File: config.mk
export PLATFORM = sky130hd
export DESIGN_NAME = ordered_list_table_engine
export DESIGN_NICKNAME = d
export VERILOG_FILES = /design/src/olte_pkg.sv /design/src/ordered_list_table_engine.sv
export SDC_FILE = /design/constraint.sdc
export NUM_CORES = 1
export LEC_CHECK = 0
export BUFFER_PORTS_ARGS = -buffer_cell sky130_fd_sc_hd__buf_2
export CORE_ASPECT_RATIO = 1.1
export CORE_MARGIN = 3
export CORE_UTILIZATION = 55
export CTS_BUF_LIST = sky130_fd_sc_hd__clkbuf_8
export DETAILED_ROUTE_END_ITERATION = 8
export MAX_ROUTING_LAYER = met4
export PLACE_DENSITY = 0.71
export SYNTH_ARGS = -nofsm -noshare
export SYNTH_HDL_FRONTEND = slang
export SYNTH_SLANG_ARGS = --single-unit
File: constraint.sdc
create_clock -name clk_i -period 9.4 [get_ports clk_i]
set_clock_uncertainty 0.05 [all_clocks]
set_input_delay 0.47 -clock clk_i [delete_from_list [all_inputs] [get_ports clk_i]]
set_output_delay 0.47 -clock clk_i [all_outputs]
set_load 0.01 [all_outputs]
File: src/olte_pkg.sv
// Shared types and constants for the ordered list table engine.
// Holds operation and status codes and the fixed field widths.
// Depends on nothing.
package olte_pkg;

  localparam int unsigned KindW   = 3;
  localparam int unsigned PosW    = 5;
  localparam int unsigned ValueW  = 32;
  localparam int unsigned StatusW = 3;
  localparam int unsigned FoundW  = 4;
  localparam int unsigned CountW  = 5;

  // Request operations; codes 6 and 7 are no-ops
  typedef enum logic [KindW-1:0] {
    KIND_APPEND    = 3'd0,
    KIND_INSERT    = 3'd1,
    KIND_DELETE    = 3'd2,
    KIND_FIND      = 3'd3,
    KIND_OVERWRITE = 3'd4,
    KIND_CLEAR     = 3'd5
  } kind_e;

  // Response status codes
  typedef enum logic [StatusW-1:0] {
    ST_OK       = 3'd0,
    ST_FULL     = 3'd1,
    ST_BADPOS   = 3'd2,
    ST_EMPTY    = 3'd3,
    ST_NOTFOUND = 3'd4
  } status_e;

endpackage

File: src/ordered_list_table_engine.sv
// Ordered list table engine: packed list of signed 32-bit entries in a local memory.
// Depends on olte_pkg for operation and status codes and field widths.
//
// The block holds up to CAPACITY signed 32-bit entries packed from index 0 and serves
// one transaction at a time: append, insert, delete, find, overwrite or clear, each
// giving one response with status, found index and the length afterwards. Entries sit
// in a memory with one write and one registered read port, and a small sequencer moves
// entries through that port one per cycle; that port sets the time taken. Append,
// overwrite, clear, no-op codes and every rejected request go straight to the
// response; insert walks from the tail down to the position, delete walks from just
// past the position up to the tail, and find walks from index 0 to the first match
// or the end of the list. A response that finds the output register still occupied
// waits for it. A new transaction is taken while the previous response still waits
// in the output register. Clear only resets the length; no memory sweep is needed.
module ordered_list_table_engine #(
  parameter int unsigned CAPACITY = 16
) (
  input  logic                               clk_i,
  input  logic                               rst_ni,
  input  logic                               in_valid_i,
  output logic                               in_ready_o,
  input  logic [olte_pkg::KindW-1:0]         kind_i,
  input  logic [olte_pkg::PosW-1:0]          position_i,
  input  logic signed [olte_pkg::ValueW-1:0] value_i,
  output logic                               out_valid_o,
  input  logic                               out_ready_i,
  output logic [olte_pkg::StatusW-1:0]       status_o,
  output logic [olte_pkg::FoundW-1:0]        found_index_o,
  output logic [olte_pkg::CountW-1:0]        count_after_o
);

  localparam int unsigned LW = $clog2(CAPACITY + 1);
  localparam int unsigned AW = $clog2(CAPACITY);
  localparam int unsigned CW = (LW > olte_pkg::PosW) ? LW : olte_pkg::PosW;

  typedef enum logic [2:0] {
    S_IDLE,
    S_INS,
    S_DEL,
    S_FIND,
    S_RESP
  } state_e;

  state_e state_q;

  logic [LW-1:0]                 len_q;
  logic [LW-1:0]                 ptr_q;
  logic [LW-1:0]                 pos_q;
  logic [olte_pkg::ValueW-1:0]   val_q;
  logic                          pend_q;
  logic [AW-1:0]                 pend_addr_q;
  olte_pkg::status_e             res_status_q;
  logic [AW-1:0]                 res_found_q;

  logic                          out_valid_q;
  logic [olte_pkg::StatusW-1:0]  status_q;
  logic [olte_pkg::FoundW-1:0]   found_q;
  logic [olte_pkg::CountW-1:0]   count_q;

  // Element memory
  logic [olte_pkg::ValueW-1:0]   mem_q [CAPACITY];
  logic [olte_pkg::ValueW-1:0]   rd_data_q;
  logic                          mem_we;
  logic [AW-1:0]                 mem_waddr;
  logic [olte_pkg::ValueW-1:0]   mem_wdata;
  logic [AW-1:0]                 mem_raddr;

  // Request decode and checks against the current length
  logic                          accept;
  logic                          full;
  logic                          pos_gt_len;
  logic                          pos_ge_len;
  logic [CW-1:0]                 pos_ext;
  logic [CW-1:0]                 len_ext;
  logic [LW-1:0]                 ptr_dec;
  logic                          ins_step;
  logic                          walk_step;
  logic                          hit;
  logic                          slot_free;
  olte_pkg::kind_e               kind;

  assign accept     = in_valid_i && in_ready_o;
  assign kind       = olte_pkg::kind_e'(kind_i);
  assign full       = (len_q >= LW'(CAPACITY));
  assign pos_ext    = CW'(position_i);
  assign len_ext    = CW'(len_q);
  assign pos_gt_len = (pos_ext > len_ext);
  assign pos_ge_len = (pos_ext >= len_ext);
  assign ptr_dec    = ptr_q - 1'b1;
  assign ins_step   = (ptr_q > pos_q);
  assign walk_step  = (ptr_q < len_q);
  assign hit        = pend_q && (rd_data_q == val_q);
  assign slot_free  = !out_valid_q || out_ready_i;

  assign in_ready_o    = (state_q == S_IDLE);
  assign out_valid_o   = out_valid_q;
  assign status_o      = status_q;
  assign found_index_o = found_q;
  assign count_after_o = count_q;

  // Memory port control
  always_comb begin
    mem_we    = 1'b0;
    mem_waddr = pend_addr_q;
    mem_wdata = rd_data_q;
    mem_raddr = ptr_q[AW-1:0];
    unique case (state_q)
      S_IDLE: begin
        if (accept && kind == olte_pkg::KIND_APPEND && !full) begin
          mem_we    = 1'b1;
          mem_waddr = len_q[AW-1:0];
          mem_wdata = value_i;
        end else if (accept && kind == olte_pkg::KIND_OVERWRITE && !pos_ge_len) begin
          mem_we    = 1'b1;
          mem_waddr = AW'(position_i);
          mem_wdata = value_i;
        end
      end
      S_INS: begin
        mem_raddr = ptr_dec[AW-1:0];
        if (pend_q) begin
          mem_we = 1'b1;
        end else if (!ins_step) begin
          mem_we    = 1'b1;
          mem_waddr = pos_q[AW-1:0];
          mem_wdata = val_q;
        end
      end
      S_DEL: begin
        mem_we = pend_q;
      end
      default: begin
        mem_we = 1'b0;
      end
    endcase
  end

  // One write and one registered read per cycle
  always_ff @(posedge clk_i) begin
    if (mem_we) begin
      mem_q[mem_waddr] <= mem_wdata;
    end
    rd_data_q <= mem_q[mem_raddr];
  end

  // Sequencer, length and registered response
  always_ff @(posedge clk_i or negedge rst_ni) begin
    if (!rst_ni) begin
      state_q      <= S_IDLE;
      len_q        <= '0;
      ptr_q        <= '0;
      pos_q        <= '0;
      val_q        <= '0;
      pend_q       <= 1'b0;
      pend_addr_q  <= '0;
      out_valid_q  <= 1'b0;
      status_q     <= '0;
      found_q      <= '0;
      count_q      <= '0;
      res_status_q <= olte_pkg::ST_OK;
      res_found_q  <= '0;
    end else begin
      // Response leaves unless a new one is loaded in the same cycle
      if (out_valid_q && out_ready_i && state_q != S_RESP) begin
        out_valid_q <= 1'b0;
      end
      unique case (state_q)
        S_IDLE: begin
          pend_q <= 1'b0;
          if (accept) begin
            pos_q       <= LW'(position_i);
            val_q       <= value_i;
            res_found_q <= '0;
            unique case (kind)
              olte_pkg::KIND_APPEND: begin
                state_q <= S_RESP;
                if (full) begin
                  res_status_q <= olte_pkg::ST_FULL;
                end else begin
                  res_status_q <= olte_pkg::ST_OK;
                  len_q        <= len_q + 1'b1;
                end
              end
              olte_pkg::KIND_INSERT: begin
                if (full) begin
                  res_status_q <= olte_pkg::ST_FULL;
                  state_q      <= S_RESP;
                end else if (pos_gt_len) begin
                  res_status_q <= olte_pkg::ST_BADPOS;
                  state_q      <= S_RESP;
                end else begin
                  res_status_q <= olte_pkg::ST_OK;
                  ptr_q        <= len_q;
                  state_q      <= S_INS;
                end
              end
              olte_pkg::KIND_DELETE: begin
                if (len_q == '0) begin
                  res_status_q <= olte_pkg::ST_EMPTY;
                  state_q      <= S_RESP;
                end else if (pos_ge_len) begin
                  res_status_q <= olte_pkg::ST_BADPOS;
                  state_q      <= S_RESP;
                end else begin
                  res_status_q <= olte_pkg::ST_OK;
                  ptr_q        <= LW'(position_i) + 1'b1;
                  state_q      <= S_DEL;
                end
              end
              olte_pkg::KIND_FIND: begin
                res_status_q <= olte_pkg::ST_OK;
                ptr_q        <= '0;
                state_q      <= S_FIND;
              end
              olte_pkg::KIND_OVERWRITE: begin
                res_status_q <= pos_ge_len ? olte_pkg::ST_BADPOS : olte_pkg::ST_OK;
                state_q      <= S_RESP;
              end
              olte_pkg::KIND_CLEAR: begin
                res_status_q <= olte_pkg::ST_OK;
                len_q        <= '0;
                state_q      <= S_RESP;
              end
              default: begin
                res_status_q <= olte_pkg::ST_OK;
                state_q      <= S_RESP;
              end
            endcase
          end
        end
        // Shift entries up from the tail, then drop the new value in
        S_INS: begin
          pend_q <= ins_step;
          if (ins_step) begin
            pend_addr_q <= ptr_q[AW-1:0];
            ptr_q       <= ptr_dec;
          end else if (!pend_q) begin
            len_q   <= len_q + 1'b1;
            state_q <= S_RESP;
          end
        end
        // Shift entries down towards the deleted slot
        S_DEL: begin
          pend_q <= walk_step;
          if (walk_step) begin
            pend_addr_q <= ptr_dec[AW-1:0];
            ptr_q       <= ptr_q + 1'b1;
          end else if (!pend_q) begin
            len_q   <= len_q - 1'b1;
            state_q <= S_RESP;
          end
        end
        // Linear scan; the compare comes in the cycle after the read, on the registered data
        S_FIND: begin
          pend_q <= !hit && walk_step;
          if (hit) begin
            res_found_q <= pend_addr_q;
            state_q     <= S_RESP;
          end else if (walk_step) begin
            pend_addr_q <= ptr_q[AW-1:0];
            ptr_q       <= ptr_q + 1'b1;
          end else begin
            res_status_q <= olte_pkg::ST_NOTFOUND;
            state_q      <= S_RESP;
          end
        end
        S_RESP: begin
          pend_q <= 1'b0;
          if (slot_free) begin
            out_valid_q <= 1'b1;
            status_q    <= res_status_q;
            found_q     <= olte_pkg::FoundW'(res_found_q);
            count_q     <= olte_pkg::CountW'(len_q);
            state_q     <= S_IDLE;
          end
        end
        default: begin
          pend_q  <= 1'b0;
          state_q <= S_IDLE;
        end
      endcase
    end
  end

`ifndef SYNTH
  // Length never exceeds the capacity
  a_len_bound: assert property (@(posedge clk_i) disable iff (!rst_ni)
    len_q <= LW'(CAPACITY))
    else $error("list length above capacity");

  // The find and delete walk pointers never go beyond the list length
  a_walk_bound: assert property (@(posedge clk_i) disable iff (!rst_ni)
    (state_q == S_FIND || state_q == S_DEL) |-> ptr_q <= len_q)
    else $error("walk pointer beyond list length");

  // A successful append grows the list by exactly one
  a_append_len: assert property (@(posedge clk_i) disable iff (!rst_ni)
    (accept && kind == olte_pkg::KIND_APPEND && !full)
      |=> len_q == $past(len_q) + 1'b1)
    else $error("append did not grow the list by one");

  // A response is only loaded when the output register is free
  a_resp_slot: assert property (@(posedge clk_i) disable iff (!rst_ni)
    (state_q == S_RESP && !slot_free) |=> state_q == S_RESP)
    else $error("response left while output register busy");
`endif

endmodule
==> summary.md <==
| Metric | Value |
|---|---|
| DIE AREA | `48200 µm²` |
| CP Class | `reg -> reg` |
| ANT nets after route | `0` |
| Max Freq | `between 150 and 200 MHz` |
| Cell Area, Synth | `25100 µm²` |
| Final worst slack | `approximately 4.2 ns` |
| GRT Residual Overflow | `0` |
| Area Overhead vs Synth | `13.0%` |
| # nets final | `1624` |
| Worst Path Required | `9.63 ns` |
| Crit share post-route | `0.549` |
| Initial antenna violation count | `1` |
| CTS root buf | `clkbuf_8` |
| Antenna cells | `0` |
| First-pass GRT wire length | `83700 µm` |
| Sw Share | `0.340` |
| Slew HR | `0.200` |
| Die H | `230 µm` |
| Distinct cells, synth | `61` |
| Avg Cell Area, Syn | `~18 µm²` |
| Worst path max stage delay | `about 1.2 ns` |
| P_sw | `0.00327 W` |
| DP Wirelength | `32300 µm` |
| Pin count of the biggest net entering global routing | `87` |
| Core Area | `44800 µm²` |
| Final setup TNS | `0 ns` |
| Min Tclk post-route | `5.16 ns` |
| WL per Instance | `24.3 µm` |
| CTS tree | `done` |
| Clk sinks | `619` |
| Yosys warnings | `0` |
| Ports | `a little under 60` |
| Post-synthesis sequential area ratio | `0.713` |
| Number of global-route vias before repair | `approximately 14000` |
| Crit-path slowest cell | `or4b_2` |
| Internal Power | `0.00636 W` |
| Final setup vio count | `0` |
| Layout cells sized above 1 | `0.245` |
| Initial core utilization | `0.560` |
| Port Buf Inserts | `57` |
| Clock Latency Late Sink | `0.67 ns` |
| Non-filler cells, final | `2221` |
| Clock Power Share | `0.220` |
| Reg power frac | `0.421` |
| RSZ-0062 raised after global routing | `false` |
| Post-synth EDFFs | `between 500 and 600` |
| Worst-Margin Slew | `1.20 ns` |
| Mapped Cells | `around 1400` |
| Delay-heaviest family, CP | `simple AND/OR/NAND/NOR gates` |
| Critical Path End Type | `register` |
| Htree depth | `3` |
| Area contributors post-synth | `edfxtp_1 (61%), mux4_2 (14%), dfrtp_1 (7.5%)` |
| Final Max Slew Viols | `0` |
| Synth top area share | `0.612` |
| Filler cell count in the final layout | `roughly 3100` |
| Hold Crit Class | `in -> reg` |
| Combinational power share | `0.359` |
| Worst vdd ir | `290 µV` |
| Clk pin slew, worst setup/hold paths | `about 0.060 ns` |
| DP Cell Count | `2007` |
| CTS Buffer Depth | `3` |
| Yosys reg bits | `619` |
| Worst Path Buf+Inv | `0` |
| Status | `completed` |
| Leakage | `9.94 nW` |
| # DRC | `0` |
| GRT Util Overall | `0.238` |
| Vias | `around 13000` |
| Power per Cell Area | `340 nW/µm²` |
| Num CTS Buffers | `96` |
| Fin Hold WS | `0.0857 ns` |
| Synth Flop Type | `edfxtp_1` |
| Crit path launch type | `register` |
| CP arrival | `5.39 ns` |
| DR pass1 iterations | `5` |
| Post-DR vias/cell | `around 6.0` |
| Final GP Congestion | `0.890` |
| Final hold vios | `0` |
| Routed wire length | `54000 µm` |
| CP cell instances | `or4b_2, nor3_1, o21a_2, a221o_1, nand3_1, nor2_4` |
| Cell Rows | `81` |
| Max Cap Viol | `0` |
| Die W | `around 210 µm` |
| Place WS | `roughly 4.2 ns` |
| Critical-path maximum fanout | `41` |
| Synth async-reset ratio | `0.121` |
| Syn Nets | `between 1000 and 1500` |
| Drt initial violations | `about 1400` |
| Top cell type by total area after synthesis | `edfxtp_1` |
-- metal layers --
layer,up-vias,wire length [µm],part of all wire,global-route usage
met5,-,0,0,-
met4,0,1880,0.035,0.0990
met3,111,3540,0.065,0.0407
met2,530,26100,0.48,0.360
met1,6866,22500,0.42,0.326
li1,5907,-,-,-
-- logic make-up (layout without fill, tap and decap cells) --
group	count (synthesis)	in the layout	share of synthesized area
fa+ha+maj	21	21	0.0105
mux	184	184	0.154
xor+xnor	40	40	0.0140
simple gates	309	309	0.0525
buf+inv	91	310	0.0144
flops	619	619	0.713
compound gates	157	157	0.0420
-- timing repair --
item	4_1_cts	5_1_grt
hold endpoints to repair	109	0
setup endpoints to repair	0	0
resized for setup	0	0
buffers inserted	0	0
hold buffers	35	0
-- state kept, by name, summed over array words and instances (netlist names) --
signal         cells
res_found_q        4
rd_data_q         32
pos_q              5
res_status_q       3
mem_q            512
len_ext            5
ptr_q              5
val_q             32
found_index_o      4
count_after_o      5
state_q            3
pend_addr_q        4
out_valid_o        1
status_o           3
pend_q             1
-- Yosys cell counts (2+ instances only) --
| cell type | number |
|---|---|
| nor2b_1 | 3 |
| edfxtp_1 | 512 |
| nand4_1 | 7 |
| o21ai_0 | 44 |
| or2_2 | 2 |
| and3_1 | 6 |
| nand3_1 | 20 |
| clkbuf_1 | 54 |
| a31oi_1 | 3 |
| xor2_1 | 9 |
| o2111ai_1 | 2 |
| o21a_1 | 6 |
| a22oi_1 | 36 |
| mux2_2 | 18 |
| dfxtp_1 | 32 |
| buf_2 | 9 |
| a32oi_1 | 2 |
| mux4_2 | 160 |
| xnor2_1 | 31 |
| nand2b_1 | 7 |
| o31ai_1 | 3 |
| nor3_1 | 6 |
| buf_1 | 2 |
| ha_1 | 21 |
| a221o_1 | 3 |
| a211o_1 | 3 |
| o211ai_1 | 2 |
| a21o_1 | 5 |
| a221oi_1 | 2 |
| nor2_1 | 42 |
| nand2_1 | 201 |
| mux2i_1 | 6 |
| a211oi_1 | 7 |
| inv_1 | 25 |
| nor4_1 | 5 |
| dfrtp_1 | 75 |
| a21oi_1 | 26 |
-- layout by cell type (no fill, tap or decap), types with 35 or more instances in the layout --
| master | Yosys | routed |
|---|---|---|
| dfrtp_1 | 75 | 75 |
| inv_1 | 25 | 78 |
| nand2_1 | 201 | 201 |
| edfxtp_1 | 512 | 512 |
| o21ai_0 | 44 | 43 |
| mux4_2 | 160 | 160 |
| a22oi_1 | 36 | 36 |
| dlygate4sd3_1 | 0 | 35 |
| clkbuf_8 | 0 | 108 |
| buf_2 | 9 | 56 |
-- metrics by stage --
| stage | util | area, µm² | power, W |
|---|---|---|---|
| 6_report | 0.633 | 28400 | 0.00963 |
| 5_1_grt | 0.633 | 28400 | 0.0102 |
| 4_1_cts | 0.633 | 28400 | 0.00973 |
| 3_5_place_dp | 0.584 | 26200 | 0.00759 |
| 3_3_place_gp | 0.584 | 26200 | 0.00751 |
| 2_1_floorplan | - | 25100 | 0.00652 |
-- worst min-delay path, stage by stage --
cell and delay [ns]:
buf_2 0.15, nand2_1 0.06, o21ai_0 0.07
-- final cells by class --
cell class	instances	area [µm²]	share of cell area
inverters	25	93.8	0.00331
repair buffers	106	756	0.0266
multi-input cells	711	7060	0.249
clock buffers	108	1490	0.0524
flip-flops and latches	619	17900	0.631
well taps	581	727	0.0256
clock inverters	71	363	0.0128
-- power by group through the flow --
stage / clock network [W] / logic (W) / registers (W)
after detailed placement: 0 / 0.00349 / 0.00410
after floorplan: 0 / 0.00253 / 0.00399
after global placement: 0 / 0.00342 / 0.00409
final: 0.00212 / 0.00346 / 0.00406
after global routing: 0.00229 / 0.00378 / 0.00409
after CTS: 0.00217 / 0.00351 / 0.00405
-- final timing paths --
check / startpoint / to / slack (ns) / cells past startpoint
max: state_q[0]$_DFFE_PN0P_ / mem_q[0][18]$_DFFE_PP_ / 4.24 / 6
min: position_i[1] / pos_q[1]$_DFFE_PN0P_ / 0.09 / 3
max reg2reg: state_q[0]$_DFFE_PN0P_ / mem_q[0][18]$_DFFE_PP_ / 4.24 / 6
min reg2reg: res_status_q[0]$_DFFE_PN0P_ / res_status_q[0]$_DFFE_PN0P_ / 0.42 / 1
max in group asynchronous: rst_ni / val_q[27]$_DFFE_PN0P_ / 8.14 / 2
min in group asynchronous: rst_ni / len_ext[0]$_DFFE_PN0P_ / 0.46 / 2
Note: power is estimated with default switching activity, not from simulation.
